===== src/sv/rmq_pkg.sv =====
// Shared types and constants for the matrix-to-quaternion pipeline.
// No dependencies.
`default_nettype none
package rmq_pkg;
  localparam int unsigned DW       = 16;
  localparam int unsigned RAD_W    = 17;
  localparam int unsigned ROOT_W   = 24;
  localparam int unsigned REM_W    = 27;
  localparam int unsigned SQ_STEPS = 24;
  localparam int unsigned SQ_SHIFT = 31;
  localparam int unsigned NUM_W    = 18;
  localparam int unsigned MAG_W    = 17;
  localparam int unsigned Q_W      = 17;
  localparam int unsigned DIV_W    = 42;
  localparam int unsigned FRAC_SH  = 23;
  localparam int unsigned LANES    = 3;

  localparam logic [1:0] BR_TRACE = 2'd0;
  localparam logic [1:0] BR_X     = 2'd1;
  localparam logic [1:0] BR_Y     = 2'd2;
  localparam logic [1:0] BR_Z     = 2'd3;

  typedef struct packed {
    logic [1:0]                  br;
    logic                        flag;
    logic [LANES-1:0][NUM_W-1:0] num;
  } side_t;

  typedef struct packed {
    logic [LANES-1:0][Q_W-1:0] q;
    logic [LANES-1:0]          ovf;
    logic [ROOT_W-1:0]         g;
    side_t                     side;
  } divres_t;
endpackage
`default_nettype wire


===== src/sv/rmq_sqrt.sv =====
// Pipelined integer square root of rad * 2^31, one result bit per stage.
// Depends on rmq_pkg.
`default_nettype none
module rmq_sqrt (
  input  wire logic                       clk,
  input  wire logic                       rst_n,
  input  wire logic                       en,
  input  wire logic                       in_vld,
  input  wire logic [rmq_pkg::RAD_W-1:0]  in_rad,
  input  wire rmq_pkg::side_t             in_side,
  output logic                            out_vld,
  output logic [rmq_pkg::ROOT_W-1:0]      out_g,
  output rmq_pkg::side_t                  out_side
);
  localparam int unsigned N = rmq_pkg::SQ_STEPS;

  logic                          vld_r  [N];
  logic [rmq_pkg::RAD_W-1:0]     rad_r  [N];
  logic [rmq_pkg::REM_W-1:0]     rem_r  [N];
  logic [rmq_pkg::ROOT_W-1:0]    root_r [N];
  rmq_pkg::side_t                side_r [N];

  for (genvar k = 0; k < N; k++) begin : g_step
    logic                        v_in;
    logic [rmq_pkg::RAD_W-1:0]   rad_in;
    logic [rmq_pkg::REM_W-1:0]   rem_in, rem_sh, trial, rem_nxt;
    logic [rmq_pkg::ROOT_W-1:0]  root_in, root_nxt;
    rmq_pkg::side_t              side_in;
    logic [2*N-1:0]              v48;

    if (k == 0) begin : g_first
      assign v_in    = in_vld;
      assign rad_in  = in_rad;
      assign rem_in  = '0;
      assign root_in = '0;
      assign side_in = in_side;
    end else begin : g_next
      assign v_in    = vld_r[k-1];
      assign rad_in  = rad_r[k-1];
      assign rem_in  = rem_r[k-1];
      assign root_in = root_r[k-1];
      assign side_in = side_r[k-1];
    end

    always_comb begin
      v48    = {rad_in, {rmq_pkg::SQ_SHIFT{1'b0}}};
      rem_sh = {rem_in[rmq_pkg::REM_W-3:0], v48[2*(N-1-k)+1 -: 2]};
      trial  = rmq_pkg::REM_W'({root_in, 2'b01});
      if (rem_sh >= trial) begin
        rem_nxt  = rem_sh - trial;
        root_nxt = {root_in[rmq_pkg::ROOT_W-2:0], 1'b1};
      end else begin
        rem_nxt  = rem_sh;
        root_nxt = {root_in[rmq_pkg::ROOT_W-2:0], 1'b0};
      end
    end

    always_ff @(posedge clk) begin
      if (!rst_n) begin
        vld_r[k] <= 1'b0;
      end else if (en) begin
        vld_r[k] <= v_in;
      end
    end

    always_ff @(posedge clk) begin
      if (en) begin
        rad_r[k]  <= rad_in;
        rem_r[k]  <= rem_nxt;
        root_r[k] <= root_nxt;
        side_r[k] <= side_in;
      end
    end
  end

  assign out_vld  = vld_r[N-1];
  assign out_g    = root_r[N-1];
  assign out_side = side_r[N-1];
endmodule
`default_nettype wire


===== config.mk =====
export PLATFORM = sky130hd
export DESIGN_NAME = rmq_sqrt
export DESIGN_NICKNAME = d
export VERILOG_FILES = /design/src/sv/rmq_pkg.sv /design/src/sv/rmq_sqrt.sv
export SDC_FILE = /design/constraint.sdc
export NUM_CORES = 2
export LEC_CHECK = 0
export BUFFER_PORTS_ARGS = -buffer_cell sky130_fd_sc_hd__buf_4
export CAP_MARGIN = 20
export CELL_PAD_IN_SITES_DETAIL_PLACEMENT = 0
export CELL_PAD_IN_SITES_GLOBAL_PLACEMENT = 2
export CORE_MARGIN = 1
export CORE_UTILIZATION = 30
export DETAILED_ROUTE_END_ITERATION = 6
export HOLD_SLACK_MARGIN = 0.02
export PLACE_DENSITY_LB_ADDON = 0.25
export SYNTH_ARGS = -nofsm -noshare
export SYNTH_HDL_FRONTEND = slang
export SYNTH_SLANG_ARGS = --single-unit

===== constraint.sdc =====
create_clock -name clk -period 4.75 [get_ports clk]
set_input_delay 0.475 -clock clk [delete_from_list [all_inputs] [get_ports clk]]
set_output_delay 0.475 -clock clk [all_outputs]
set_load 0.02 [all_outputs]

; Word level (Yosys, flattened, before mapping)
; Memory sizes are Yosys's and may differ from the RTL's.
; Index checks and enable logic that the tools add are counted.
[op_classes]
addsub = 24
magnitude_cmp = 24
n_mux = 77
bitwise_logic = 24
[ops]
columns = cell, n
row1 = two-way mux 27 bit, 24
row2 = greater-or-equal comparator 27 x 26 -> 1 bit, 23
row3 = subtractor 27 x 26 -> 27 bit, 23
row4 = two-way mux 1 bit, 53
row5 = bitwise OR 1 bit, 24
row6 = "subtractor 2 x 1 -> 3 bit, second input constant", 1
row7 = "greater-or-equal comparator 2 x 1 -> 1 bit, second input constant", 1
[word_totals]
register_bits = 0
ramBits = 3024
input_bits = 78
output_inout_bits = 82
elab_cells = 154
mem_count = 5
[memory_table]
columns = name, depth, width, read_ports, rd_ports_with_merged_regs, wr, line_no
row1 = side_r, 24, 57, 24, 0, 24, rmq_sqrt.sv:21  ; rmq_pkg::side_t side_r [N];
row2 = rem_r, 24, 27, 23, 0, 24, rmq_sqrt.sv:19  ; logic [rmq_pkg::REM_W-1:0] rem_r [N];
row3 = root_r, 24, 24, 24, 0, 24, rmq_sqrt.sv:20  ; logic [rmq_pkg::ROOT_W-1:0] root_r [N];
row4 = rad_r, 24, 17, 23, 0, 24, rmq_sqrt.sv:18  ; logic [rmq_pkg::RAD_W-1:0] rad_r [N];
row5 = vld_r, 24, 1, 24, 0, 24, rmq_sqrt.sv:17  ; logic vld_r [N];

; Depth between registers and ports, before layout
[logic_depth]
word_depth = 4
depth_mapped = 13
depth_no_buf = 12

; Worst setup path after synthesis
; No wires, ideal clock.
[synth_timing]
path_kind = flip-flop to flip-flop
startpoint = mem rem_r[0][86] in the netlist's numbering
endpoint = mem rem_r[0][126] in the netlist's numbering, data pin
setup_time_ns = 0.271
arrival_ns = 3.286
required_time_ns = 4.479
slack_ns = 1.193
path_stages_with_launch = 11
path_buffers = 2
period_less_slack_ns = 3.557
cell_sequence = edfxtp_1 -> or4_1 -> or4_4 -> or3_4 -> or4_1 -> buf_2 -> or4b_4 -> or3b_1 -> buf_6 -> nor4_1 -> xor2_1
[synth_lines]
columns = element, line_no
row1 = "start, declared", rmq_sqrt.sv:19

==> qor.yml <==
status: "finished, final reports clean"
yosys_most_used_dff: "edfxtp_1"
fin_ws_ps: 781
critPathRequiredTime_ps: 5330
grt_overflow: 0
antenna_found_initial: 5
worstPathArrival_ps: 4550
r2r_slack_ps: 780
clock_latency_ps: 860
via_per_inst: 4.35
fp.coreArea_sq_um: 297000
synth_top_area_cell: "edfxtp_1"
power_leakage_nw: 37.9
synthTopCellsByArea: "edfxtp_1 (77%), ha_1 (4.1%), xor2_1 (2.1%)"
pin_count: 160
grt.busiest_layer: "met2"
fp.dieArea_sq_um: 301000
r2r-start: "rem_r[0][86]"
path_class: "flop to flop"
ir_drop_mv: 0.251
syn_avg_cell_area_sq_um: 16.3
die_w_um: 548
fin_nets: 6394
reg2reg_to: "rem_r[0][126]"
finalSetupViolations: 0
final_area_sq_um: 105000
power_mw: 49.9
tightest_slew_ps: 1060
holdPathStages: 1
port_buffers: 159
place_area_sq_um: 96200
met3_usage_pct: 2.30
met1_usage_pct: 11.3
rows: 200
drive_gt1_share_pct: 11.4
ff2ff_path_depth: 8
rsz0062_at_grt: "false"
p_per_area_nw_per_um2: 474
hold_violations: 0
drt_iter0_drc: 2360
grt_use_total_pct: 9.72
root_buffer: "clkbuf_16"
netlist_instances: 5504
synth_edf_count: 2283
routed-via-count: 44100
holdPathEnd: "side_r[0][32]"
slew_headroom_pct: 29.0
finalCritPeriodShare_pct: 83.6
routedWlPerCell_um: 14.7
ys_warn_count: 0
cts.path.max_buffers: 4
timing.fmax_mhz: 252
place_hpwl_mm: 95.2
fill_cells: 28100
hold_start: "en"
cp-end-kind: "flop"
yosysSeqAreaShare_pct: 76.6
die_y_um: 548
layout_min_cycle_time_ps: 3970
fin_skew_ps: 61.4
gp_congestion: 0.821
start_kind: "flop"
dp_slack_ps: 785
clkTransAtPathRegs_ps: 50
start_util_pct: 30.2
synth.ff_latch_count: 2284
finalSetupTns_ps: 0
slew_viol_final: 0
ys_types: 79
holdCritPathClass: "input pin to flop"
synthToLayoutAreaGrowth_pct: 17.7
synthArstFlopShare_pct: 0
wl_mm: 149
synth_area_sq_um: 89500
fin_util_pct: 35.5
cts_tree: "done"
grt_pass1_vias: 45100
synth_top_area_share_pct: 76.6
critPathMaxFanout: 13
cts-htree-levels: 5
clock-sinks: 2284
max-cap-violations: 0
grt_max_degree: 167
cts_buffers: 269
met2_usage_pct: 17.2
grt_pass1_wl_mm: 238
ant_nets: 0
drc_errors: 0
cts-resized-gates: 0
syn_nets: 5891
drt-pass1-iter-count: 5
[cells in the final DEF (no fill, tap or decap), types with 62 or more instances in the layout]
cell           synthesis  layout
a21o_1               100     100
mux2_2                67      67
nor3_1               101     100
xnor2_1              159     159
ha_1                 294     294
xor2_1               214     214
edfxtp_1            2283    2283
o21ai_0              257     256
inv_1                380     380
nor4_1                63      63
buf_4                  0     215
nor2_1               262     261
dlygate4sd3_1          0      77
clkbuf_1              73      62
clkbuf_16              0     271
a21oi_1              238     238
nand2_1              290     290
or3_1                 65      65
[worst max path at each step]
stage / from / endpoint / slack [ps] / cells after the start
6_report: rem_r[0][86] / rem_r[0][126] / 780 / 8
3_3_place_gp: rem_r[0][86] / rem_r[0][126] / 800 / 8
4_1_cts: rem_r[0][86] / rem_r[0][126] / 770 / 8
3_5_place_dp: rem_r[0][86] / rem_r[0][126] / 780 / 8
2_1_floorplan: rem_r[0][86] / rem_r[0][126] / 1190 / 10
5_1_grt: rem_r[0][86] / rem_r[0][126] / 610 / 8
[critical path, stage by stage, from the launching register on]
cell	delay, ps
edfxtp_1	450
or4_1	590
or4_4	450
or3_4	360
or4_1	540
or4b_4	660
or3b_1	410
nor4_1	100
xor2_1	150
[area by class of cell]
class / instances / area, sq um / area share (%)
inverter: 380 / 1430 / 1.35
tap: 3939 / 4930 / 4.68
clock inverter: 140 / 1420 / 1.35
timing repair buffer: 312 / 2790 / 2.65
sequential: 2284 / 68600 / 65.1
clock buffer: 333 / 7010 / 6.66
antenna: 1 / 2.50 / 0.00237
multi-input combinational: 2760 / 19200 / 18.2
[where the power goes]
| part | leakage, nW | internal (mW) | switching [mW] | total [mW] |
|---|---|---|---|---|
| sequential | 21.9 | 24.3 | 0.796 | 25.1 |
| clock | 4.08 | 11.5 | 8.15 | 19.7 |
| combinational | 11.9 | 2.19 | 2.93 | 5.12 |
[kinds of logic (layout without fill, tap and decap cells)]
logic type	Yosys count	after routing	share of synthesized area [%]
flip-flops	2284	2284	76.6
other	1	2	0.00419
AO/OA/AOI/OAI	888	888	6.17
buffers and inverters	460	1165	1.94
adder cells (fa/ha/maj)	309	309	4.45
AND/OR/NAND/NOR	1116	1116	6.25
multiplexers	73	73	0.910
XOR/XNOR	373	373	3.65
[sequential cells by signal, indices dropped and copies added, names as in the netlist]
register  count
rem_r       543
side_r     1368
vld_r        24
root_r      285
rad_r        64
[per-stage QoR]
step,hold WS [ps],cells
CTS,68.2,10100
finish,107,10100
global placement,400,9597
floorplan,400,5504
detailed placement,405,9597
global route,93.8,10100
[metal layers]
| layer | wire length [um] | vias to the layer above |
|---|---|---|
| li1 | - | 21900 |
| met1 | 63200 | 21300 |
| met2 | 74300 | 636 |
| met3 | 6650 | 346 |
| met4 | 5110 | 0 |
| met5 | 0 | - |
[cell usage after synthesis (all sizes together), types with 7 or more instances]
cell type / instances
or2: 25
or3: 66
nand2: 290
nand3: 57
o21ai: 258
buf: 7
and3: 42
o21bai: 20
xor2: 214
xnor2: 159
o31a: 8
mux2: 67
nand4: 23
nor4b: 8
and2: 15
o21a: 51
a21o: 100
nor2: 262
clkbuf: 73
fa: 15
a211oi: 40
and4: 10
o41ai: 8
a21boi: 12
a31o: 8
or4: 35
a211o: 7
nand4b: 9
nor2b: 34
inv: 380
nor3: 101
o211ai: 23
nor4: 63
o31ai: 29
nand3b: 11
ha: 294
edfxtp: 2283
a21oi: 238
a311oi: 11
nand2b: 49
a31oi: 20
[what timing repair did]
item,CTS,global route
hold buffers,77,0
hold endpoints to repair,83,0
setup buffers,0,0
(Power assumes the default switching activity.)
