[src/sv/rmq_pkg.sv]
// Shared types and constants for the matrix-to-quaternion pipeline.
// No dependencies.
`default_nettype none
package rmq_pkg;
  localparam int unsigned DW       = 16;
  localparam int unsigned RAD_W    = 17;
  localparam int unsigned ROOT_W   = 24;
  localparam int unsigned REM_W    = 27;
  localparam int unsigned SQ_STEPS = 24;
  localparam int unsigned SQ_SHIFT = 31;
  localparam int unsigned NUM_W    = 18;
  localparam int unsigned MAG_W    = 17;
  localparam int unsigned Q_W      = 17;
  localparam int unsigned DIV_W    = 42;
  localparam int unsigned FRAC_SH  = 23;
  localparam int unsigned LANES    = 3;

  localparam logic [1:0] BR_TRACE = 2'd0;
  localparam logic [1:0] BR_X     = 2'd1;
  localparam logic [1:0] BR_Y     = 2'd2;
  localparam logic [1:0] BR_Z     = 2'd3;

  typedef struct packed {
    logic [1:0]                  br;
    logic                        flag;
    logic [LANES-1:0][NUM_W-1:0] num;
  } side_t;

  typedef struct packed {
    logic [LANES-1:0][Q_W-1:0] q;
    logic [LANES-1:0]          ovf;
    logic [ROOT_W-1:0]         g;
    side_t                     side;
  } divres_t;
endpackage
`default_nettype wire

[src/sv/rmq_back.sv]
// Saturation, zero-divisor handling and component placement; output register.
// Depends on rmq_pkg.
`default_nettype none
module rmq_back (
  input  wire logic                    clk,
  input  wire logic                    rst_n,
  input  wire logic                    en,
  input  wire logic                    in_vld,
  input  wire rmq_pkg::divres_t        in_res,
  output logic                         vld_r,
  output logic [rmq_pkg::DW-1:0]       qw_r, qx_r, qy_r, qz_r,
  output logic [1:0]                   br_r,
  output logic                         deg_r
);
  localparam logic [15:0] POS_MAX = 16'h7fff;
  localparam logic [15:0] NEG_MAX = 16'h8000;

  logic [3:0][15:0] comp;
  logic [2:0][15:0] lane;
  logic             flag;
  logic [rmq_pkg::ROOT_W:0] own_sum;
  logic [15:0]      own;
  logic             gz;

  always_comb begin
    logic signed [rmq_pkg::NUM_W-1:0] n;
    logic [rmq_pkg::Q_W-1:0]          q;
    int unsigned                      j;
    gz      = (in_res.g == '0);
    flag    = in_res.side.flag | gz;
    own_sum = (rmq_pkg::ROOT_W+1)'(in_res.g) + 25'd256;
    if (own_sum[24:9] > 16'd32767) begin
      own  = POS_MAX;
      flag = 1'b1;
    end else begin
      own = own_sum[24:9];
    end
    for (int i = 0; i < rmq_pkg::LANES; i++) begin
      n = $signed(in_res.side.num[i]);
      q = in_res.q[i];
      if (gz) begin
        if (n > 0)      lane[i] = POS_MAX;
        else if (n < 0) lane[i] = NEG_MAX;
        else            lane[i] = '0;
      end else if (!n[rmq_pkg::NUM_W-1]) begin
        if (in_res.ovf[i] || q > 17'd32767) begin
          lane[i] = POS_MAX;
          flag    = 1'b1;
        end else begin
          lane[i] = q[15:0];
        end
      end else begin
        if (in_res.ovf[i] || q > 17'd32768) begin
          lane[i] = NEG_MAX;
          flag    = 1'b1;
        end else begin
          lane[i] = 16'(-q);
        end
      end
    end
    j = 0;
    for (int c = 0; c < 4; c++) begin
      if (2'(c) == in_res.side.br) begin
        comp[c] = own;
      end else begin
        comp[c] = lane[j];
        j = j + 1;
      end
    end
  end

  always_ff @(posedge clk) begin
    if (!rst_n) begin
      vld_r <= 1'b0;
    end else if (en) begin
      vld_r <= in_vld;
    end
  end

  always_ff @(posedge clk) begin
    if (en) begin
      qw_r  <= comp[0];
      qx_r  <= comp[1];
      qy_r  <= comp[2];
      qz_r  <= comp[3];
      br_r  <= in_res.side.br;
      deg_r <= flag;
    end
  end
endmodule
`default_nettype wire

[config.mk]
export PLATFORM = sky130hd
export DESIGN_NAME = rmq_back
export DESIGN_NICKNAME = d
export VERILOG_FILES = /design/src/sv/rmq_pkg.sv /design/src/sv/rmq_back.sv
export SDC_FILE = /design/constraint.sdc
export NUM_CORES = 1
export LEC_CHECK = 0
export ABC_CLOCK_PERIOD_IN_PS = 3600
export BUFFER_PORTS_ARGS = -buffer_cell sky130_fd_sc_hd__buf_2
export CORE_ASPECT_RATIO = 1.4
export CORE_MARGIN = 8
export CORE_UTILIZATION = 35
export CTS_BUF_LIST = sky130_fd_sc_hd__clkbuf_8
export DETAILED_ROUTE_END_ITERATION = 10
export GPL_TIMING_DRIVEN = 0
export PLACE_DENSITY_LB_ADDON = 0.2
export SYNTH_ARGS = -nofsm -noshare
export SYNTH_HDL_FRONTEND = slang
export SYNTH_SLANG_ARGS = --single-unit
[constraint.sdc]
create_clock -name clk -period 3.6 [get_ports clk]
set_input_delay 0.36 -clock clk [delete_from_list [all_inputs] [get_ports clk]]
set_output_delay 0.36 -clock clk [all_outputs]
set_load 0.03 [all_outputs]
# After elaboration in Yosys (flattened, before gate mapping)
# Index checks and enable logic that the tools add are counted.
# word_totals
register_bits,68
in_bits,139
output_inout_bits,68
word_cells,86
# op_classes
n_addsub,6
order_cmp,16
n_eq_ne,3
n_mux,45
bitwise,1
n_reduce_logical,8
# ops
cell,n
16-bit two-way mux,26
16-bit binary-select mux with 2-bit select,3
32-bit by 3-bit less-than comparator with 1-bit output (second input constant),3
32-bit by 1-bit adder with 32-bit output (second input constant),2
32-bit two-way mux,2
18-bit by 1-bit greater-than comparator with 1-bit output (second input constant),3
18-bit by 1-bit less-than comparator with 1-bit output (second input constant),3
17-bit by 15-bit greater-than comparator with 1-bit output (second input constant),3
17-bit by 16-bit greater-than comparator with 1-bit output (second input constant),3
16-bit negator,3
24-bit by 9-bit adder with 25-bit output (second input constant),1
24-bit zero test,1
16-bit by 15-bit greater-than comparator with 1-bit output (second input constant),1
1-bit two-way mux,14
1-bit logical OR,6
2-bit equality test (first input constant),2
1-bit by 2-bit equality test with 1-bit output (first input constant),1
2-bit zero test,1
1-bit bitwise OR,1

# Longest topological paths before layout
# Gate-level depths: netlist of the first run.
# depth
ltp_word,12
mapped_depth,12
ltp_nobuf,9

# Least setup slack after synthesis of the first run
# OpenSTA, ideal clock, no wires.
# synth_timing
path_type,input to register
start,in in_res[86] (netlist bit)
end,"reg qy_r[15] (netlist bit), data pin"
setup_time_ns,0.259
arrival_time_ns,2.590
required_ns,3.341
setup_slack_ns,0.751
stages,9
path_buffers,2
cell_sequence,buf_6 > or3_1 > buf_2 > or4_4 > o41ai_2 > nand2_1 > o21ai_0 > nor2_1 > o31a_1
# synth_lines
element,line_no,rtl
from (decl),rmq_back.sv:9,"input wire rmq_pkg::divres_t in_res,"
to (signal assigned),rmq_back.sv:84,qy_r <= comp[2];
to (decl),rmq_back.sv:11,"output logic [rmq_pkg::DW-1:0] qw_r, qx_r, qy_r, qz_r,"

==> flow_summary.toml, run 1 <==
[outcome]
status = "complete, but fails checks"
violations = "negative setup slack"

[clock_tree]
clock-sinks = 68
cts_made_buffers = 9
cts_hold_buf = 0
path_clk_slew_ns = 0.07
cts.path.max_buffers = 2
worst_skew_pair.late_latency_ns = 0.34
cts_tree = "built"
cts_resized = 0
htreeDepth = 3
post_cts_buffers = 0
clockRootBuffer = "clkbuf_8"

[global_route]
grt_max_degree = 69
grt_pass1_vias = 6879
grt_pass1_wl_um = 39200
antenna_found_initial = 0
grt_usage_pct = 23.3
grt-ovfl-total = 0

[sta]
min_period_over_period_pct = 100
rsz0062_at_grt = "true"
setup_viol = 1
setup_tns_ns = -0.00196
period_needed_ns = 3.60
finalHoldViolations = 0
finalHoldWorstSlack_ns = 0.203
max_slew_margin_pct = 24.8
worst_pin_slew_ns = 1.12
finalWorstSetupSlack_ns = -0.00196
timing.fmax_mhz = 278
drv_slew = 0
fin_skew_ns = 0

[setup_path]
worstPathMaxFanout = 9
slowest_delay_ns = 0.91
start_kind = "input port"
critPathArrivalTime_ns = 3.71
worstSetupEndpointType = "register"
worst-path-buf-inv = 2
path_class = "in2reg"
path_delay_family = "compound AO/OA/AOI/OAI gates"
required_ns = 3.71
crit_slowest_cell = "o41ai_1"
path_cells = "buf_2 -> inv_1 -> ha_1 -> nor4b_1 -> nand4_1 -> o41ai_1 -> a21oi_1 -> a311oi_1 -> o22ai_1 -> a21o_1"

[yosys]
yosysSeqAreaShare_pct = 33.3
synth-warning-count = 0
synth_top_area_share_pct = 32.9
yosys_register_bits = 68
syn-num-nets = 892
yosysMostFrequentCell = "nor2_1"
synthTopCellsByArea = "edfxtp_1, nor2_1, a21oi_1"
synthArstFlopShare_pct = 0
avgSynthCellArea_sq_um = 8.22
synth_common_cells = "nor2_1, edfxtp_1, nand2_1, a21oi_1, nor3_1"
synth_area_sq_mm = 0.00611
synth-edff-count = 67
synth_top_flop_cell = "edfxtp_1"
syn_inst = 743
synth.distinct_cells = 67
synth_top_area_cell = "edfxtp_1"

[drt]
avgViaCountPerCell = 5.89
drt_iter0_markers = 626
routedWlPerCell_um = 22.0
finalWirelength_um = 26300
antenna_left = 0
drc = 0
firstDrtPassIters = 7
dr_total_vias = 7054

[power]
power_density_mw_per_mm2 = 335
internal-power_w = 0.00164
pwr-share-comb_pct = 34.9
ir_worst_vdd_mv = 0.156
finalPower_w = 0.00256
seqPwrFrac_pct = 39.0
leakage_nw = 2.97
switching_share_pct = 36.0
switching_power_w = 0.000920
p_clk_share_pct = 26.1

[floorplanning]
start_util_pct = 35.4
pin_count = 207
core_sq_mm = 0.0173
die_w_um = 128
die-area_sq_mm = 0.0220
row_count = 57
die_h_um = 172

[finish]
drive_gt1_share_pct = 25.4
fillers = 1837
multi_input_area_sq_mm = 0.00384
syn2layout_area_growth_pct = 25.0
nets = 1105
num_antenna_cells = 0
seq_area_sq_mm = 0.00203

[min_path]
holdCritPathClass = "in2reg"

[run]
drv_cap = 0

[place]
dp_hpwl_um = 21400
pre_cts_ws_ns = -0.309
portBuffers = 201
gp_congestion = 0.984
-- power groups by stage --
stage / Clock [W] / Combinational, W / Sequential, W
finish: 0.000667 / 0.000892 / 0.000999
global placement: 0 / 0.000876 / 0.00102
CTS: 0.000672 / 0.000878 / 0.00100
detailed placement: 0 / 0.000875 / 0.00102
floorplan: 0 / 0.000329 / 0.00120
global route: 0.000715 / 0.000949 / 0.00101
-- through the flow --
step           cells  area, sq um  utilization, %
6_report        1197         7640            44.3
5_1_grt         1197         7640            44.3
4_1_cts         1197         7620            44.2
3_5_place_dp    1181         7420            43.0
3_3_place_gp    1180         7410            42.9
2_1_floorplan    743         6110               -
-- sequential cells by signal, indices dropped and copies added (netlist names) --
register	count
qx_r	16
qw_r	16
vld_r	1
deg_r	1
br_r	2
qy_r	16
qz_r	16
-- logic make-up (layout without fill, tap and decap cells) --
logic type               Yosys count  count (layout)  synth area share (%)
AO/OA/AOI/OAI                    224             224                  25.1
XOR/XNOR                          22              22                  3.15
adder cells (fa/ha/maj)           10              10                  2.05
buffers and inverters             63             281                  4.01
flip-flops                        68              68                  33.3
multiplexers                      29              29                  4.92
AND/OR/NAND/NOR                  327             327                  27.5
-- per-layer routing --
metal	track usage, %	share of wire [%]	vias to the layer above
li1	-	-	3341
met1	26.5	38	3284
met2	41.1	50	362
met3	4.38	7.6	67
met4	11.6	4.4	0
met5	0	0	-
-- cell usage in the layout, fill, tap and decap left out, types with 16 or more instances in the layout --
cell type and instances:
nand2_1 52, a21oi_1 49, o21ai_0 46, nor4_1 38
mux2i_1 21, clkbuf_1 36, edfxtp_1 67, nor2_1 81
nand3_1 18, or3_1 16, nor3_1 47, buf_2 202
nand4_1 19, inv_1 20
-- final timing paths --
| check | slack [ns] | end | cells after the start | startpoint |
|---|---|---|---|---|
| worst max-delay path | -0.002 | qy_r[11] | 10 | in_res[65] |
| worst min-delay path | 0.20 | br_r[1] | 1 | in_res[56] |
| worst max register to register | 3.00 | vld_r | 2 | vld_r |
| worst min register to register | 0.52 | vld_r | 2 | vld_r |
-- layout make-up --
type	count	share of cell area, %
Sequential cell	68	26.6
Buffer	41	2.16
Clock inverter	7	1.08
Inverter	22	1.13
Timing Repair Buffer	202	13.3
Tap cell	236	3.87
Multi-Input combinational cell	612	50.3
Clock buffer	9	1.62
(Power assumes the default switching activity.)
==> run 2, diff against run 1 <==
--- a/config.mk
+++ b/config.mk
@@ -13,7 +13,7 @@
 export CTS_BUF_LIST = sky130_fd_sc_hd__clkbuf_8
 export DETAILED_ROUTE_END_ITERATION = 10
 export GPL_TIMING_DRIVEN = 0
-export PLACE_DENSITY_LB_ADDON = 0.2
+export PLACE_DENSITY_LB_ADDON = 0.15
 export SYNTH_ARGS = -nofsm -noshare
 export SYNTH_HDL_FRONTEND = slang
 export SYNTH_SLANG_ARGS = --single-unit
==> flow_summary.toml, run 2 (synthesized netlist as in run 1, its figures left out) <==
[clock_tree]
htreeDepth = 3
cts_tree = "built"
worst_skew_pair.late_latency_ns = 0.35
cts_hold_buf = 0
post_cts_buffers = 0
cts.path.max_buffers = 2
cts_made_buffers = 9
clock-sinks = 68
clockRootBuffer = "clkbuf_8"
path_clk_slew_ns = 0.07

[setup_path]
worstPathMaxFanout = 7
slowest_delay_ns = 0.83
required_ns = 3.78
path_class = "in2reg"
rrSetupSlack_ns = 3.01
critPathArrivalTime_ns = 3.68
path_cells = "buf_2 -> or3_1 -> buf_2 -> or4_4 -> o41ai_2 -> o21ai_1 -> o21ai_0 -> mux2i_1 -> a21oi_1"
path_delay_family = "compound AO/OA/AOI/OAI gates"
worstSetupEndpointType = "register"
crit_slowest_cell = "o21ai_0"
start_kind = "input port"
worst-path-buf-inv = 2
path_common_cell = "buf_2"

[place]
dp_hpwl_um = 21600
portBuffers = 201
placed_area_sq_mm = 0.00741
gp_congestion = 0.965

[floorplanning]
pin_count = 207
die-area_sq_mm = 0.0220
start_util_pct = 35.4
core_sq_mm = 0.0173
die_h_um = 172
die_w_um = 128
row_count = 57

[global_route]
antenna_found_initial = 0
grt_max_degree = 69
grt_util_met2_pct = 40.9
busiest_layer = "met2"
grt_pass1_wl_um = 40000
grtUsageMet3_pct = 4.54
grt_usage_pct = 23.6
grt-ovfl-total = 0
grt_use_met1_pct = 27.3
grt_pass1_vias = 7004

[min_path]
holdCritPathClass = "in2reg"

[drt]
dr_total_vias = 7110
firstDrtPassIters = 5
antenna_left = 0
drc = 0
routedWlPerCell_um = 22.3
avgViaCountPerCell = 5.95
drt_iter0_markers = 631
finalWirelength_um = 26700

[sta]
setup_viol = 0
period_needed_ns = 3.51
rsz0062_at_grt = "false"
timing.fmax_mhz = 285
setup_tns_ns = 0
finalHoldViolations = 0
drv_slew = 0
min_period_over_period_pct = 97.4
max_slew_margin_pct = 24.8
worst_pin_slew_ns = 1.12
fin_skew_ns = 0

[finish]
nets = 1104
multi_input_area_sq_mm = 0.00385
syn2layout_area_growth_pct = 24.5
stdcell_area_sq_mm = 0.00760
layout.cells.most_common_list = "buf_2, nor2_1, edfxtp_1, nand2_1, a21oi_1"
fin_util_pct = 44.1
final_common_cell = "buf_2"
drive_gt1_share_pct = 25.3
fillers = 1880
num_antenna_cells = 0
seq_area_sq_mm = 0.00203

[outcome]
status = "complete, no violations"

[power]
leakage_nw = 2.98
finalPower_w = 0.00248
power_density_mw_per_mm2 = 326
ir_worst_vdd_mv = 0.131

[run]
drv_cap = 0
==> run 2: final cells by class <==
type / instances / share of cell area, %
timing repair buffer: 201 / 13.3
buffer: 41 / 2.19
multi-input combinational: 612 / 50.6
clock inverter: 6 / 0.658
inverter: 22 / 1.09
tap: 236 / 3.88
clock buffer: 9 / 1.63
sequential: 68 / 26.7
==> run 2: routing by layer <==
| metal | share of wire, % | routed length (um) |
|---|---|---|
| met5 | 0 | 0 |
| met4 | 4.6 | 1240 |
| met3 | 7.3 | 1950 |
| met2 | 49 | 13200 |
| met1 | 39 | 10300 |
==> run 2: worst reg2reg max path: cells and delay by family, from the launching register on <==
| kind | cells | cell delay (ns) |
|---|---|---|
| flip-flops | 1 | 0.31 |
| multiplexers | 1 | 0.12 |
| AND/OR/NAND/NOR | 1 | 0.06 |
==> run 2: through the flow <==
step	cells	worst slack [ns]	hold slack [ns]
floorplan	743	0.751	0.459
global placement	1180	-0.408	0.495
detailed placement	1180	-0.345	0.500
CTS	1195	0.0000302	0.192
global route	1195	0.0593	0.199
finish	1195	0.0942	0.197
==> run 2: timing repair <==
action                     in CTS  in global routing
cloned                          0                  0
pin swaps                       0                  1
resized for setup               1                  8
setup endpoints to repair       2                 15
==> run 2: path summary, 6_finish.rpt <==
| check | start | end | depth (start not counted) |
|---|---|---|---|
| setup / recovery | in_res[88] | qz_r[3] | 9 |
| hold / removal | in_res[56] | br_r[1] | 1 |
| setup reg to reg | vld_r | vld_r | 2 |
| hold reg to reg | vld_r | vld_r | 2 |
==> run 2: where the power goes <==
| part | switching (W) | internal, W | total, W |
|---|---|---|---|
| registers | 0.0000205 | 0.000978 | 0.000999 |
| clock network | 0.000277 | 0.000305 | 0.000582 |
| logic | 0.000616 | 0.000279 | 0.000895 |
==> run 3, diff against run 2 <==
--- a/config.mk
+++ b/config.mk
@@ -9,7 +9,7 @@
 export BUFFER_PORTS_ARGS = -buffer_cell sky130_fd_sc_hd__buf_2
 export CORE_ASPECT_RATIO = 1.4
 export CORE_MARGIN = 8
-export CORE_UTILIZATION = 35
+export CORE_UTILIZATION = 53
 export CTS_BUF_LIST = sky130_fd_sc_hd__clkbuf_8
 export DETAILED_ROUTE_END_ITERATION = 10
 export GPL_TIMING_DRIVEN = 0
==> flow_summary.toml, run 3 (synthesized netlist as in run 1, its figures left out) <==
[setup_path]
crit_slowest_cell = "clkbuf_1"
path_class = "in2reg"
worst-path-stages = 12
path_cells = "buf_2 -> clkbuf_1 -> inv_2 -> nand2_1 -> clkbuf_1 -> ha_1 -> clkbuf_1 -> clkinv_1 -> nand2_1 -> nor2_1 -> a22oi_1 -> o21ai_0"
reg2reg_depth = 2
worstPathMaxFanout = 10
start_kind = "input port"
worstSetupEndpointType = "register"
path_delay_family = "buffers and inverters"
rrSetupSlack_ns = 3.00
slowest_delay_ns = 0.47
required_ns = 3.67
path_common_cell = "clkbuf_1"
critPathArrivalTime_ns = 3.49
worst-path-buf-inv = 6

[clock_tree]
cts_tree = "built"
worst_skew_pair.late_latency_ns = 0.35
clockRootBuffer = "clkbuf_8"
post_cts_buffers = 0
htreeDepth = 3
path_clk_slew_ns = 0.07
clock-sinks = 68
cts.path.max_buffers = 2
cts_hold_buf = 0
cts_made_buffers = 9

[global_route]
grt_pass1_vias = 6896
antenna_found_initial = 0
grt_max_degree = 69
grt_pass1_wl_um = 36700
grt_usage_pct = 30.7
grt-ovfl-total = 0

[drt]
avgViaCountPerCell = 6.63
routedWlPerCell_um = 21.8
dr_total_vias = 7310
drc = 0
finalWirelength_um = 24100
antenna_left = 0
firstDrtPassIters = 8
drt_iter0_markers = 707

[sta]
rsz0062_at_grt = "false"
setup_viol = 0
worst_pin_slew_ns = 1.14
finalHoldViolations = 0
min_period_over_period_pct = 94.9
fin_skew_ns = 0
period_needed_ns = 3.42
drv_slew = 0
timing.fmax_mhz = 293
max_slew_margin_pct = 23.6

[floorplanning]
die_w_um = 107
start_util_pct = 54.2
die_h_um = 143
core_sq_mm = 0.0113
die-area_sq_mm = 0.0153
pin_count = 207
row_count = 46

[finish]
num_antenna_cells = 0
syn2layout_area_growth_pct = 22.8
nets = 1104
final_common_cell = "buf_2"
layout.cells.most_common_list = "buf_2, nor2_1, edfxtp_1, nand2_1, a21oi_1"
drive_gt1_share_pct = 25.1
fin_util_pct = 66.5

[power]
internal-power_w = 0.00164
seqPwrFrac_pct = 39.5
leakage_nw = 2.97
pwr-share-comb_pct = 34.8
power_density_mw_per_mm2 = 337
finalPower_w = 0.00253
switching_share_pct = 35.2
switching_power_w = 0.000890
ir_worst_vdd_mv = 0.201
p_clk_share_pct = 25.7

[place]
gp_congestion = 1.03
portBuffers = 201
dp_hpwl_um = 19300

[outcome]
status = "complete, no violations"

[min_path]
holdCritPathClass = "in2reg"
holdPathStages = 1

[run]
drv_cap = 0
==> run 3: changes by cell type in the layout (fill, tap and decap cells not counted) <==
cell,previous run,this run
bufinv_16,1,2
clkbuf_2,3,1
a311oi_1,3,4
clkbuf_1,35,37
inv_1,22,20
clkinv_4,0,1
o41ai_2,3,2
a311oi_2,1,0
o21ai_0,45,46
o21ai_1,2,1
o41ai_1,2,3
==> run 3: final timing paths <==
kind,startpoint,end
worst max-delay path,in_res[56],qy_r[3]
worst min-delay path,in_res[56],br_r[1]
worst max register to register,vld_r,vld_r
worst min register to register,vld_r,vld_r
==> run 3: metrics by stage <==
step           std cells  hold WS, ns  instance area, sq um  setup TNS [ns]  setup WS, ns
2_1_floorplan        743        0.459                  6110               0         0.751
3_3_place_gp        1088        0.497                  7300          -0.431        -0.178
3_5_place_dp        1088        0.538                  7300          -0.632        -0.153
6_report            1103        0.198                  7500               0         0.182
5_1_grt             1103        0.193                  7500               0        0.0223
4_1_cts             1103        0.193                  7500               0         0.227
==> run 3: layout make-up <==
class | count | area [sq um]
Buffer | 41 | 164
Clock buffer | 9 | 124
Clock inverter | 6 | 81.3
Fill cell | 1017 | 3780
Inverter | 22 | 82.6
Multi-Input combinational cell | 612 | 3830
Sequential cell | 68 | 2030
Tap cell | 144 | 180
Timing Repair Buffer | 201 | 1010
==> run 3: per-layer routing <==
metal	up-vias	track usage, %	wire, um
met5	-	0	0
met4	0	14.9	1160
met3	101	6.90	2540
met2	536	51.7	11800
met1	3340	35.9	8580
li1	3333	-	-
==> run 3: repair_timing <==
item                                   CTS  global route
endpoints found under the hold margin    0             0
resized for setup                        0             2
setup endpoints to repair                0             1
==> run 3: power by group through the flow <==
stage,combinational [W],clock (W),sequential (W)
after floorplan,0.000329,0,0.00120
after global placement,0.000850,0,0.00101
after detailed placement,0.000855,0,0.00102
after CTS,0.000858,0.000655,0.00100
after global routing,0.000927,0.000692,0.00101
final,0.000880,0.000649,0.000998
