## src/sv/rmq_pkg.sv

```systemverilog
// Shared types and constants for the matrix-to-quaternion pipeline.
// No dependencies.
`default_nettype none
package rmq_pkg;
  localparam int unsigned DW       = 16;
  localparam int unsigned RAD_W    = 17;
  localparam int unsigned ROOT_W   = 24;
  localparam int unsigned REM_W    = 27;
  localparam int unsigned SQ_STEPS = 24;
  localparam int unsigned SQ_SHIFT = 31;
  localparam int unsigned NUM_W    = 18;
  localparam int unsigned MAG_W    = 17;
  localparam int unsigned Q_W      = 17;
  localparam int unsigned DIV_W    = 42;
  localparam int unsigned FRAC_SH  = 23;
  localparam int unsigned LANES    = 3;

  localparam logic [1:0] BR_TRACE = 2'd0;
  localparam logic [1:0] BR_X     = 2'd1;
  localparam logic [1:0] BR_Y     = 2'd2;
  localparam logic [1:0] BR_Z     = 2'd3;

  typedef struct packed {
    logic [1:0]                  br;
    logic                        flag;
    logic [LANES-1:0][NUM_W-1:0] num;
  } side_t;

  typedef struct packed {
    logic [LANES-1:0][Q_W-1:0] q;
    logic [LANES-1:0]          ovf;
    logic [ROOT_W-1:0]         g;
    side_t                     side;
  } divres_t;
endpackage
`default_nettype wire

```

## src/sv/rmq_front.sv

```systemverilog
// Trace, branch choice, radicand and numerators; one register stage.
// Depends on rmq_pkg.
`default_nettype none
module rmq_front (
  input  wire logic                          clk,
  input  wire logic                          rst_n,
  input  wire logic                          en,
  input  wire logic                          in_vld,
  input  wire logic signed [rmq_pkg::DW-1:0] m11, m12, m13,
  input  wire logic signed [rmq_pkg::DW-1:0] m21, m22, m23,
  input  wire logic signed [rmq_pkg::DW-1:0] m31, m32, m33,
  output logic                               vld_r,
  output logic [rmq_pkg::RAD_W-1:0]          rad_r,
  output rmq_pkg::side_t                     side_r
);
  logic signed [17:0] tr;
  logic signed [18:0] rad;
  logic signed [17:0] dxw, dyw, dzw, sxy, sxz, syz;
  logic [1:0] br;
  logic [rmq_pkg::LANES-1:0][rmq_pkg::NUM_W-1:0] num;
  logic [rmq_pkg::RAD_W-1:0] rad_nxt;
  rmq_pkg::side_t side_nxt;

  always_comb begin
    tr  = 18'(m11) + 18'(m22) + 18'(m33);
    dxw = 18'(m32) - 18'(m23);
    dyw = 18'(m13) - 18'(m31);
    dzw = 18'(m21) - 18'(m12);
    sxy = 18'(m12) + 18'(m21);
    sxz = 18'(m13) + 18'(m31);
    syz = 18'(m23) + 18'(m32);
    if (tr > 18'sd0) begin
      br  = rmq_pkg::BR_TRACE;
      rad = 19'sd32768 + 19'(tr);
      num = {dzw, dyw, dxw};
    end else if (m11 > m22 && m11 > m33) begin
      br  = rmq_pkg::BR_X;
      rad = 19'sd32768 + 19'(m11) - 19'(m22) - 19'(m33);
      num = {sxz, sxy, dxw};
    end else if (m22 > m33) begin
      br  = rmq_pkg::BR_Y;
      rad = 19'sd32768 + 19'(m22) - 19'(m11) - 19'(m33);
      num = {syz, sxy, dyw};
    end else begin
      br  = rmq_pkg::BR_Z;
      rad = 19'sd32768 + 19'(m33) - 19'(m11) - 19'(m22);
      num = {syz, sxz, dzw};
    end
    side_nxt.br   = br;
    side_nxt.num  = num;
    side_nxt.flag = rad[18];
    rad_nxt       = rad[18] ? '0 : rad[rmq_pkg::RAD_W-1:0];
  end

  always_ff @(posedge clk) begin
    if (!rst_n) begin
      vld_r <= 1'b0;
    end else if (en) begin
      vld_r <= in_vld;
    end
  end

  always_ff @(posedge clk) begin
    if (en) begin
      rad_r  <= rad_nxt;
      side_r <= side_nxt;
    end
  end
endmodule
`default_nettype wire

```

## config.mk

```make
export PLATFORM = sky130hd
export DESIGN_NAME = rmq_front
export DESIGN_NICKNAME = d
export VERILOG_FILES = /design/src/sv/rmq_pkg.sv /design/src/sv/rmq_front.sv
export SDC_FILE = /design/constraint.sdc
export NUM_CORES = 1
export LEC_CHECK = 0
export BUFFER_PORTS_ARGS = -buffer_cell sky130_fd_sc_hd__buf_2
export CORE_UTILIZATION = 55
export CTS_CLUSTER_SIZE = 24
export DETAILED_ROUTE_END_ITERATION = 10
export GPL_TIMING_DRIVEN = 0
export HOLD_SLACK_MARGIN = 0.1
export MAX_ROUTING_LAYER = met4
export PLACE_DENSITY = 0.87
export SLEW_MARGIN = 20
export SYNTH_ARGS = -nofsm -noshare
export SYNTH_HDL_FRONTEND = slang
export SYNTH_SLANG_ARGS = --single-unit
```

## constraint.sdc

```tcl
create_clock -name clk -period 7.65 [get_ports clk]
set_clock_uncertainty 0.2 [all_clocks]
set_input_delay 1.53 -clock clk [delete_from_list [all_inputs] [get_ports clk]]
set_output_delay 1.53 -clock clk [all_outputs]
set_load 0.02 [all_outputs]
```

# Yosys cells after proc, flatten, opt, wreduce, memory -nomap -nowiden
# Index checks and enable logic that the tools add are counted.
# word_totals
reg_bits,75
# op_classes
n_reduce_logical,2
n_mux,8
add_sub_neg,18
magnitude_cmp,4
# ops
op,count
54-bit 2-to-1 mux,2
16-bit by 16-bit adder with 17-bit output,4
19-bit 2-to-1 mux,3
18-bit by 16-bit subtractor with 19-bit output,3
19-bit by 16-bit subtractor with 19-bit output,3
"17-bit by 16-bit adder with 18-bit output, first input constant",3
16-bit by 16-bit subtractor with 17-bit output,3
16-bit > comparator,3
36-bit 2-to-1 mux,1
"17-bit by 18-bit adder with 19-bit output, first input constant",1
17-bit by 16-bit adder with 18-bit output,1
"18-bit by 1-bit > comparator with 1-bit output, second input constant",1
1-bit 2-to-1 mux,2
2-bit OR reduction,1
1-bit logical AND,1

# Logic depth before layout (Yosys ltp)
# Gate-level depths: netlist (run 1).
# depth
word_depth,6
ltp_mapped,19
depth_no_buf,18

# Worst setup path before layout (run 1)
# OpenSTA, ideal clock, no wires.
# synth_timing
path_kind,in2reg
from,input m11[3] in the netlist's numbering
to,"register rad_r[8] in the netlist's numbering, data pin"
setup_slack_ps,1832
path_buffers,1
setup_ps,268
arrival_time_ps,5349
required_ps,7182
stages,16
path_cell_list,inv_1 -> fa_1 -> inv_1 -> ha_1 -> fa_1 -> a211oi_1 -> nor2_1 -> o211a_1 -> o311ai_1 -> o21ai_0 -> o31ai_1 -> xor2_1 -> mux2i_1 -> a21oi_2 -> buf_2 -> o32ai_1
# synth_via
elab_chain_cells,5
elab_cells_between_ends,17
classes_between,add/sub: 10; order compare: 3; mux: 3; reduce/logical: 1
# synth_rtl
element,line_no,source
"start, declared",rmq_front.sv:9,"input wire logic signed [rmq_pkg::DW-1:0] m11, m12, m13,"
17-bit by 16-bit adder with 18-bit output (tied with other cells),rmq_front.sv:38,rad = 19'sd32768 + 19'(m11) - 19'(m22) - 19'(m33);
18-bit by 16-bit subtractor with 19-bit output (tied with other cells),rmq_front.sv:38,
19-bit by 16-bit subtractor with 19-bit output or 19-bit 2-to-1 mux (tied branches),"rmq_front.sv:38, rmq_front.sv:40",
19-bit 2-to-1 mux,rmq_front.sv:36,end else if (m11 > m22 && m11 > m33) begin
19-bit 2-to-1 mux (*),rmq_front.sv:32,if (tr > 18'sd0) begin
"end signal, assigned",rmq_front.sv:65,rad_r <= rad_nxt;
"end, declared",rmq_front.sv:13,"output logic [rmq_pkg::RAD_W-1:0] rad_r,"
# Every way passes the cells marked *; elsewhere a longest branch is shown, timed or not.
# A chain may end at the register's enable or synchronous reset.

# Worst setup path after layout (run 1)
# Same ends and word-level chain as after synthesis.

==> results of run 1 <==
kinds of logic after synthesis:
logic type      Yosys count
compound gates          431
xor+xnor                126
fa+ha+maj               377
buf+inv                 276
flops                    72
mux                      66
simple gates            380
placed cells by master, fill, tap and decap left out, drive strengths merged, types with 10 or more instances in the layout:
master	synthesis	final
a2111oi	10	10
a211oi	13	13
a21o	28	28
a21oi	123	123
a31oi	10	10
and2	18	18
and3	10	10
buf	20	243
clkbuf	32	41
edfxtp	71	71
fa	81	81
ha	296	296
inv	223	226
mux2	22	22
mux2i	44	44
nand2	67	67
nand2b	35	35
nand3	26	26
nor2	93	93
nor2b	29	29
nor3	42	42
nor4	19	19
o211ai	21	21
o21a	16	16
o21ai	74	74
o21bai	26	26
o22ai	13	13
o31ai	17	17
or3	16	16
xnor2	88	88
xor2	38	38
worst max-delay path: stages:
cell and delay (ps):
buf_2 160, inv_1 160, fa_1 730, inv_1 110
ha_1 350, fa_1 490, a211oi_1 260, nor2_1 120
o211a_1 270, o311ai_1 350, o21ai_0 220, o31ai_1 300
xor2_1 170, mux2i_1 120, a21oi_2 570, buf_2 370
o32ai_1 220
metrics by stage:
step | setup WS [ps] | power (mW) | hold WS (ps) | util [%]
after detailed placement | 675 | 2.80 | 309 | 62.2
after global placement | 754 | 2.75 | 290 | 62.1
final | 966 | 3.30 | 321 | 63.3
after global routing | 565 | 3.49 | 383 | 63.3
after CTS | 1030 | 3.25 | 325 | 63.3
after floorplan | 1830 | 2.15 | 389 | -
path summary, 6_finish.rpt:
check,start,to,slack (ps)
setup reg to reg,vld_r$_SDFFE_PN0P_,vld_r$_SDFFE_PN0P_,6860
hold / removal,vld_r$_SDFFE_PN0P_,vld_r$_SDFFE_PN0P_,320
hold reg to reg,vld_r$_SDFFE_PN0P_,vld_r$_SDFFE_PN0P_,320
setup / recovery,m11[3],rad_r[8]$_SDFFCE_PP0P_,970
metal layers:
layer	vias up	part of all wire, %
met5	-	0
met4	0	5.1
met3	145	6.8
met2	630	47
met1	6564	41
li1	6487	-
cell type report:
type | count | share of cell area (%)
antenna | 4 | 0.0583
clock inverter | 7 | 0.379
sequential | 72 | 12.5
multi-input combinational | 1380 | 70.0
clock buffer | 9 | 1.31
inverter | 224 | 4.90
timing repair buffer | 223 | 6.61
tap | 372 | 2.71
buffer | 52 | 1.51
flip-flops by register name (all words and copies together), names as in the netlist:
signal  cells
side_r     54
rad_r      17
vld_r       1
power by group:
part | internal [mW] | switching [mW] | leakage, nW
Sequential | 0.584 | 0.0355 | 0.701
Combinational | 0.859 | 1.39 | 7.50
Clock | 0.227 | 0.200 | 0.140
Total | 1.67 | 1.63 | 8.34
==> results.yml, run 1 <==
outcome:
  status: "complete, no violations"
sta:
  rsz0062_at_grt: "false"
  fmax_mhz: 150
  finalSetupViolCount: 0
  hold_viol: 0
  min_period_ps: 6680
  relSlewSlack_pct: 39.5
  period_share_pct: 87.4
  tns_ps: 0
  slew_violations: 0
  worst_pin_slew_ps: 908
floorplan:
  io_pins: 223
  core_area_um2: 27100
  start_util_pct: 56.3
  rows: 60
  fp.dieW_um: 169
  dieArea_um2: 28400
  die_y_um: 169
synthesis:
  muxShareOfSynthArea_pct: 4.51
  yosysSeqAreaShare_pct: 14.1
  synth_area_um2: 15300
  synth_top_cell_area_share_pct: 24.3
  synth_nets: 2253
  synth_top_family_by_area: "adder cells"
  postSynth.asyncResetShare_pct: 0
  syn_inst: 1728
  synth_ff_type: "edfxtp_1"
  yosys_warnings: 0
  synth_top_cell_by_area: "ha_1"
  synth_fa_ha_area_share_pct: 34.9
  synth_cell_type_count: 86
  synth_common_cells: "ha_1 (296), inv_1 (222), a21oi_1 (121), nor2_1 (93), xnor2_1 (87)"
  synth_edf_count: 71
  syn-mean-instance-area_um2: 8.83
  ys_ff_latch: 72
  synth_compound_area_share_pct: 19.1
  yosys.area_share.simple_pct: 12.7
  synth_xor_area_share_pct: 7.40
  synthTopCellsByArea: "ha_1 (24%), edfxtp_1 (14%), fa_1 (11%)"
  synth.most_common_cell: "ha_1"
setup_path:
  reg2reg_depth: 2
  end_kind: "flop"
  criticalPathCategory: "input port to flop"
  start_kind: "input port"
  required_ps: 7510
  cp_max_fo: 10
  arrival_ps: 6550
clock_network:
  cts_sinks: 72
  cts.hold.buffers_added: 0
  cts-htree-levels: 3
  clkTransAtPathRegs_ps: 70
  cts-buffers-inserted: 9
  cts_buffer_depth: 2
  postCtsSetupRepairBufs: 0
  tritoncts: "built"
  insertion_delay_ps: 350
  root_buffer: "clkbuf_16"
  cts_resized: 0
route:
  drcViolationCount: 0
  first_pass_iters: 5
  dr.first_iter.drc_count: 1086
  viasPerCell: 5.90
  via_count: 13800
  final_antenna_net_count: 0
  wl_per_cell_um: 20.0
  totalWireLength_um: 46800
place:
  dp.cells: 2323
  placed_area_um2: 16900
  io_buffer_count: 222
  gp_congestion: 0.985
  dp_hpwl_um: 38500
job:
  maxCapViolCount: 0
cells_and_area:
  multi_input_area_um2: 12000
  drive_gt1_share_pct: 16.1
  register_area_um2: 2150
  fin_area_um2: 17200
  nFillCells: 2301
  nets: 2487
  instances_no_fill: 2343
  areaGrowthSynthToFinish_pct: 12.5
global_route:
  met1_usage_pct: 40.6
  grt_max_degree: 44
  grt.busiest_layer: "met2"
  grt_pass1_vias: 13600
  antenna_found_initial: 4
  grt_pass1_wl_um: 72200
  met2_usage_pct: 56.4
  grt_overflow_total: 0
  use_met3_pct: 3.74
  grt_util_all_layers_pct: 33.8
hold_path:
  hold_depth: 2
  hp-class: "flop to flop"
pwr:
  p_leak_nw: 8.34
  power_density_nw_per_um2: 192
  max-vdd-ir-drop_v: 0.000168
No activity file was read; power rests on OpenSTA's default activity.
==> run 2, diff against run 1 <==
--- a/config.mk
+++ b/config.mk
@@ -12,7 +12,7 @@
 export GPL_TIMING_DRIVEN = 0
 export HOLD_SLACK_MARGIN = 0.1
 export MAX_ROUTING_LAYER = met4
-export PLACE_DENSITY = 0.87
+export PLACE_DENSITY_LB_ADDON = 0.1
 export SLEW_MARGIN = 20
 export SYNTH_ARGS = -nofsm -noshare
 export SYNTH_HDL_FRONTEND = slang
==> run 2 against run 1 <==
  * Clock power is 14% higher
  * Final cell count stayed put
  * Core utilization is 0.14 points higher
  * First-iteration DRC count is 12% lower
  * Total power is 0.67% higher
  * Via count is 2.8% lower
  * Setup slack better by 18 ps
  * Critical path type unchanged
==> results.yml, run 2 (synthesized netlist as in run 1, its figures left out) <==
global_route:
  grt_overflow_total: 0
  grt_util_all_layers_pct: 32.4
  grt_pass1_wl_um: 69100
  grt_max_degree: 38
  grt_pass1_vias: 13300
  antenna_found_initial: 4
floorplan:
  start_util_pct: 56.3
  rows: 60
  io_pins: 223
  die_y_um: 169
  fp.dieW_um: 169
  core_area_um2: 27100
  dieArea_um2: 28400
cells_and_area:
  multi_input_area_um2: 12000
  drive_gt1_share_pct: 16.1
  mostFrequentLayoutCells: "ha_1 (296), buf_2 (227), inv_1 (222), a21oi_1 (121), nor2_1 (93)"
  register_area_um2: 2150
  fin_area_um2: 17200
  biggestRegsByFlops: "side_r x54, rad_r x17, vld_r x1"
  final_common_cell: "ha_1"
  largest_reg_flops: 54
  areaGrowthSynthToFinish_pct: 12.7
  nFillCells: 2334
  nets: 2487
  regMostFlops: "side_r"
sta:
  relSlewSlack_pct: 36.4
  period_share_pct: 87.1
  slew_violations: 0
  worst_pin_slew_ps: 942
  fmax_mhz: 150
  timing.hold.ws_ps: 328
  rsz0062_at_grt: "false"
  finalSetupViolCount: 0
  hold_viol: 0
  tns_ps: 0
  min_period_ps: 6670
route:
  first_pass_iters: 6
  via_count: 13400
  totalWireLength_um: 44800
  drcViolationCount: 0
  final_antenna_net_count: 0
  viasPerCell: 5.73
  dr.first_iter.drc_count: 953
  wl_per_cell_um: 19.1
place:
  io_buffer_count: 222
  placed_area_um2: 16900
  dp_hpwl_um: 37500
  gp_congestion: 1.05
setup_path:
  cp_cell_sequence: "buf_2, inv_1, fa_1, inv_1, ha_1, fa_1, a211oi_1, nor2_1, o211a_1, o311ai_1, o21ai_0, o31ai_1, xor2_1, mux2i_1, a21oi_2, buf_2, o32ai_1"
  start_kind: "input port"
  end_kind: "flop"
  criticalPathCategory: "input port to flop"
  worst_path_max_delay_cell: "fa_1"
  reg2reg_depth: 2
  arrival_ps: 6550
  required_ps: 7530
  max_stage_delay_ps: 740
  reg2reg_slack_ps: 6860
  cp_max_fo: 10
pwr:
  power_frac_comb_pct: 66.7
  p_sw_share_pct: 47.9
  p_leak_nw: 8.36
  p_clk_share_pct: 14.7
  p_sw_mw: 1.59
  total_power_mw: 3.32
  intPower_mw: 1.73
  max-vdd-ir-drop_v: 0.000117
  power_frac_seq_pct: 18.6
  power_density_nw_per_um2: 193
clock_network:
  postCtsSetupRepairBufs: 0
  cts_resized: 0
  clkTransAtPathRegs_ps: 70
  cts-htree-levels: 3
  root_buffer: "clkbuf_16"
  tritoncts: "built"
  insertion_delay_ps: 350
  cts.hold.buffers_added: 0
  cts-buffers-inserted: 9
  cts_buffer_depth: 2
  cts_sinks: 72
job:
  maxCapViolCount: 0
hold_path:
  hp-class: "flop to flop"
  hold_depth: 2
outcome:
  status: "complete, no violations"
run 2: cell types whose count changed in the layout (fill, tap and decap cells not counted):
cell / before / now
clkinv_4: 3 / 1
inv_8: 2 / 0
bufinv_16: 0 / 2
inv_6: 1 / 3
run 2: layout make-up:
class	count	area share [%]
clock inverters	7	0.597
flip-flops and latches	72	12.5
plain buffers	52	1.51
repair buffers	223	6.59
inverters	224	4.89
clock buffers	9	1.31
diodes	4	0.0582
multi-input cells	1380	69.8
well taps	372	2.71
run 2: per-layer routing:
layer,part of all wire (%),vias up,GRT usage [%]
li1,-,6489,-
met4,4.8,0,16.3
met2,48,465,55.0
met3,5.4,126,2.90
met1,42,6355,38.5
met5,0,-,-
run 2: path summary, 6_finish.rpt:
path	endpoint	start
worst min register to register	vld_r$_SDFFE_PN0P_	vld_r$_SDFFE_PN0P_
worst max register to register	vld_r$_SDFFE_PN0P_	vld_r$_SDFFE_PN0P_
worst min-delay path	vld_r$_SDFFE_PN0P_	vld_r$_SDFFE_PN0P_
worst max-delay path	rad_r[8]$_SDFFCE_PP0P_	m11[3]
run 2: worst max-delay path, delay by kind of cell:
family / cells / cell delay, ps
AO/OA/AOI/OAI: 7 / 2200
XOR/XNOR: 1 / 170
adder cells (fa/ha/maj): 3 / 1580
buffers and inverters: 4 / 810
multiplexers: 1 / 120
AND/OR/NAND/NOR: 1 / 120
run 2: through the flow:
stage          worst slack, ps  std cells  utilization, %
3_3_place_gp               653       2322            62.1
6_report                   983       2343            63.5
4_1_cts                   1010       2339            63.4
2_1_floorplan             1830       1728               -
5_1_grt                    704       2343            63.5
3_5_place_dp               643       2323            62.2
run 2: power groups by stage:
| stage | logic, mW | registers, mW | clock network (mW) |
|---|---|---|---|
| 5_1_grt | 2.40 | 0.626 | 0.504 |
| 4_1_cts | 2.19 | 0.619 | 0.489 |
| 2_1_floorplan | 1.39 | 0.755 | 0 |
| 3_3_place_gp | 2.14 | 0.626 | 0 |
| 3_5_place_dp | 2.17 | 0.624 | 0 |
| 6_report | 2.22 | 0.618 | 0.487 |
==> run 3, diff against run 2 <==
--- a/config.mk
+++ b/config.mk
@@ -6,6 +6,7 @@
 export NUM_CORES = 1
 export LEC_CHECK = 0
 export BUFFER_PORTS_ARGS = -buffer_cell sky130_fd_sc_hd__buf_2
+export CORE_MARGIN = 3
 export CORE_UTILIZATION = 55
 export CTS_CLUSTER_SIZE = 24
 export DETAILED_ROUTE_END_ITERATION = 10
==> constraint.sdc (replaced) <==
create_clock -name clk -period 7.65 [get_ports clk]
set_clock_uncertainty 0.2 [all_clocks]
set_input_delay 1.53 -clock clk [delete_from_list [all_inputs] [get_ports clk]]
set_output_delay 1.53 -clock clk [all_outputs]
set_load 0.005 [all_outputs]
==> run 3 against run 2 <==
  * Global-route usage shrank 2.3 points
  * Die area grew 4.8%
  * Register-to-register slack is essentially flat
  * Sequential power is essentially flat
  * First-iteration DRC count shrank 10%
  * Final cell count is essentially flat
  * Maximum frequency shrank 0.85%
  * Wire length is essentially flat
  * Count of clock-buffer cells in the layout is the same
  * Critical path type unchanged
==> results.yml, run 3 (synthesized netlist as in run 1, its figures left out) <==
route:
  viasPerCell: 5.69
  first_pass_iters: 5
  wl_per_cell_um: 19.1
  via_count: 13300
  final_antenna_net_count: 0
  totalWireLength_um: 44800
  drcViolationCount: 0
  dr.first_iter.drc_count: 854
floorplan:
  io_pins: 223
  rows: 60
  fp.dieW_um: 173
  die_y_um: 173
  start_util_pct: 56.3
  dieArea_um2: 29800
  core_area_um2: 27100
setup_path:
  end_kind: "flop"
  start_kind: "input port"
  criticalPathCategory: "input port to flop"
  required_ps: 7510
  cp_max_fo: 10
  arrival_ps: 6590
global_route:
  antenna_found_initial: 3
  grt_max_degree: 40
  grt_overflow_total: 0
  grt_pass1_vias: 13400
  grt_pass1_wl_um: 69800
  grt_util_all_layers_pct: 30.1
clock_network:
  postCtsSetupRepairBufs: 0
  cts_resized: 0
  cts_sinks: 72
  cts.hold.buffers_added: 0
  cts-buffers-inserted: 9
  clkTransAtPathRegs_ps: 70
  cts-htree-levels: 3
  insertion_delay_ps: 350
  cts_buffer_depth: 2
  tritoncts: "built"
  root_buffer: "clkbuf_16"
cells_and_area:
  nets: 2487
  final_common_cell: "ha_1"
  areaGrowthSynthToFinish_pct: 12.5
  largest_reg_flops: 54
  drive_gt1_share_pct: 16.1
  final_util_pct: 63.4
  biggestRegsByFlops: "side_r x54, rad_r x17, vld_r x1"
  regMostFlops: "side_r"
  mostFrequentLayoutCells: "ha_1 (296), buf_2 (227), inv_1 (222), a21oi_1 (121), nor2_1 (93)"
pwr:
  p_leak_nw: 8.34
  p_sw_mw: 1.46
  power_frac_seq_pct: 19.6
  intPower_mw: 1.69
  p_clk_share_pct: 14.2
  power_frac_comb_pct: 66.2
  max-vdd-ir-drop_v: 0.000119
  p_sw_share_pct: 46.3
  total_power_mw: 3.15
  power_density_nw_per_um2: 184
hold_path:
  hp-class: "flop to flop"
sta:
  period_share_pct: 87.9
  worst_pin_slew_ps: 952
  min_period_ps: 6720
  fin_ws_ps: 926
  fmax_mhz: 149
  relSlewSlack_pct: 34.9
  hold_viol: 0
  timing.hold.ws_ps: 340
  finalSetupViolCount: 0
  tns_ps: 0
  rsz0062_at_grt: "false"
  slew_violations: 0
outcome:
  status: "complete, no violations"
place:
  post-place-ws_ps: 597
  dp_hpwl_um: 37700
  gp_congestion: 0.989
  io_buffer_count: 222
job:
  maxCapViolCount: 0
==> run 3: cell types whose count changed in the layout (fill, tap and decap cells not counted) <==
cell,before,now
diode_2,4,3
bufinv_16,2,1
clkinvlp_4,1,3
inv_6,3,2
==> run 3: final cells by class <==
class | instances | area (µm²)
Multi-Input combinational cell | 1380 | 12000
Fill cell | 2402 | 9930
Sequential cell | 72 | 2150
Timing Repair Buffer | 223 | 1130
Inverter | 224 | 841
Tap cell | 372 | 465
Buffer | 52 | 259
Clock buffer | 9 | 225
Clock inverter | 7 | 78.8
Antenna cell | 3 | 7.51
==> run 3: worst max-delay path, stage by stage <==
cell and delay [ps]:
buf_2 160, inv_1 160, fa_1 740, inv_1 120, ha_1 350, fa_1 490, a211oi_1 280, nor2_1 120
o211a_1 290, o311ai_1 340, o21ai_0 230, o31ai_1 280, xor2_1 190, mux2i_1 140, a21oi_2 590, buf_2 370
o22ai_1 180
==> run 3: final timing paths <==
check | start | to | slack (ps) | cells after the start
hold reg to reg | vld_r$_SDFFE_PN0P_ | vld_r$_SDFFE_PN0P_ | 340 | 2
setup reg to reg | vld_r$_SDFFE_PN0P_ | vld_r$_SDFFE_PN0P_ | 6850 | 2
setup / recovery | m11[3] | rad_r[6]$_SDFFCE_PP0P_ | 930 | 17
hold / removal | vld_r$_SDFFE_PN0P_ | vld_r$_SDFFE_PN0P_ | 340 | 2
==> run 3: power by group through the flow <==
stage | clock (mW) | combinational, mW | sequential [mW]
global placement | 0 | 2.03 | 0.626
finish | 0.446 | 2.09 | 0.618
floorplan | 0 | 1.39 | 0.633
CTS | 0.454 | 2.07 | 0.619
global route | 0.463 | 2.28 | 0.629
detailed placement | 0 | 2.05 | 0.625
==> run 3: metal layers <==
layer | up-vias | GRT usage, % | part of all wire (%)
li1 | 6492 | - | -
met2 | 403 | 52.3 | 49
met3 | 102 | 3.65 | 5.1
met4 | 0 | 12.0 | 4.4
met1 | 6327 | 35.5 | 42
met5 | - | - | 0
==> run 3: per-stage QoR <==
| stage | instances | area (µm²) |
|---|---|---|
| global placement | 2322 | 16800 |
| finish | 2342 | 17200 |
| CTS | 2339 | 17200 |
| global route | 2342 | 17200 |
| detailed placement | 2323 | 16900 |
| floorplan | 1728 | 15300 |
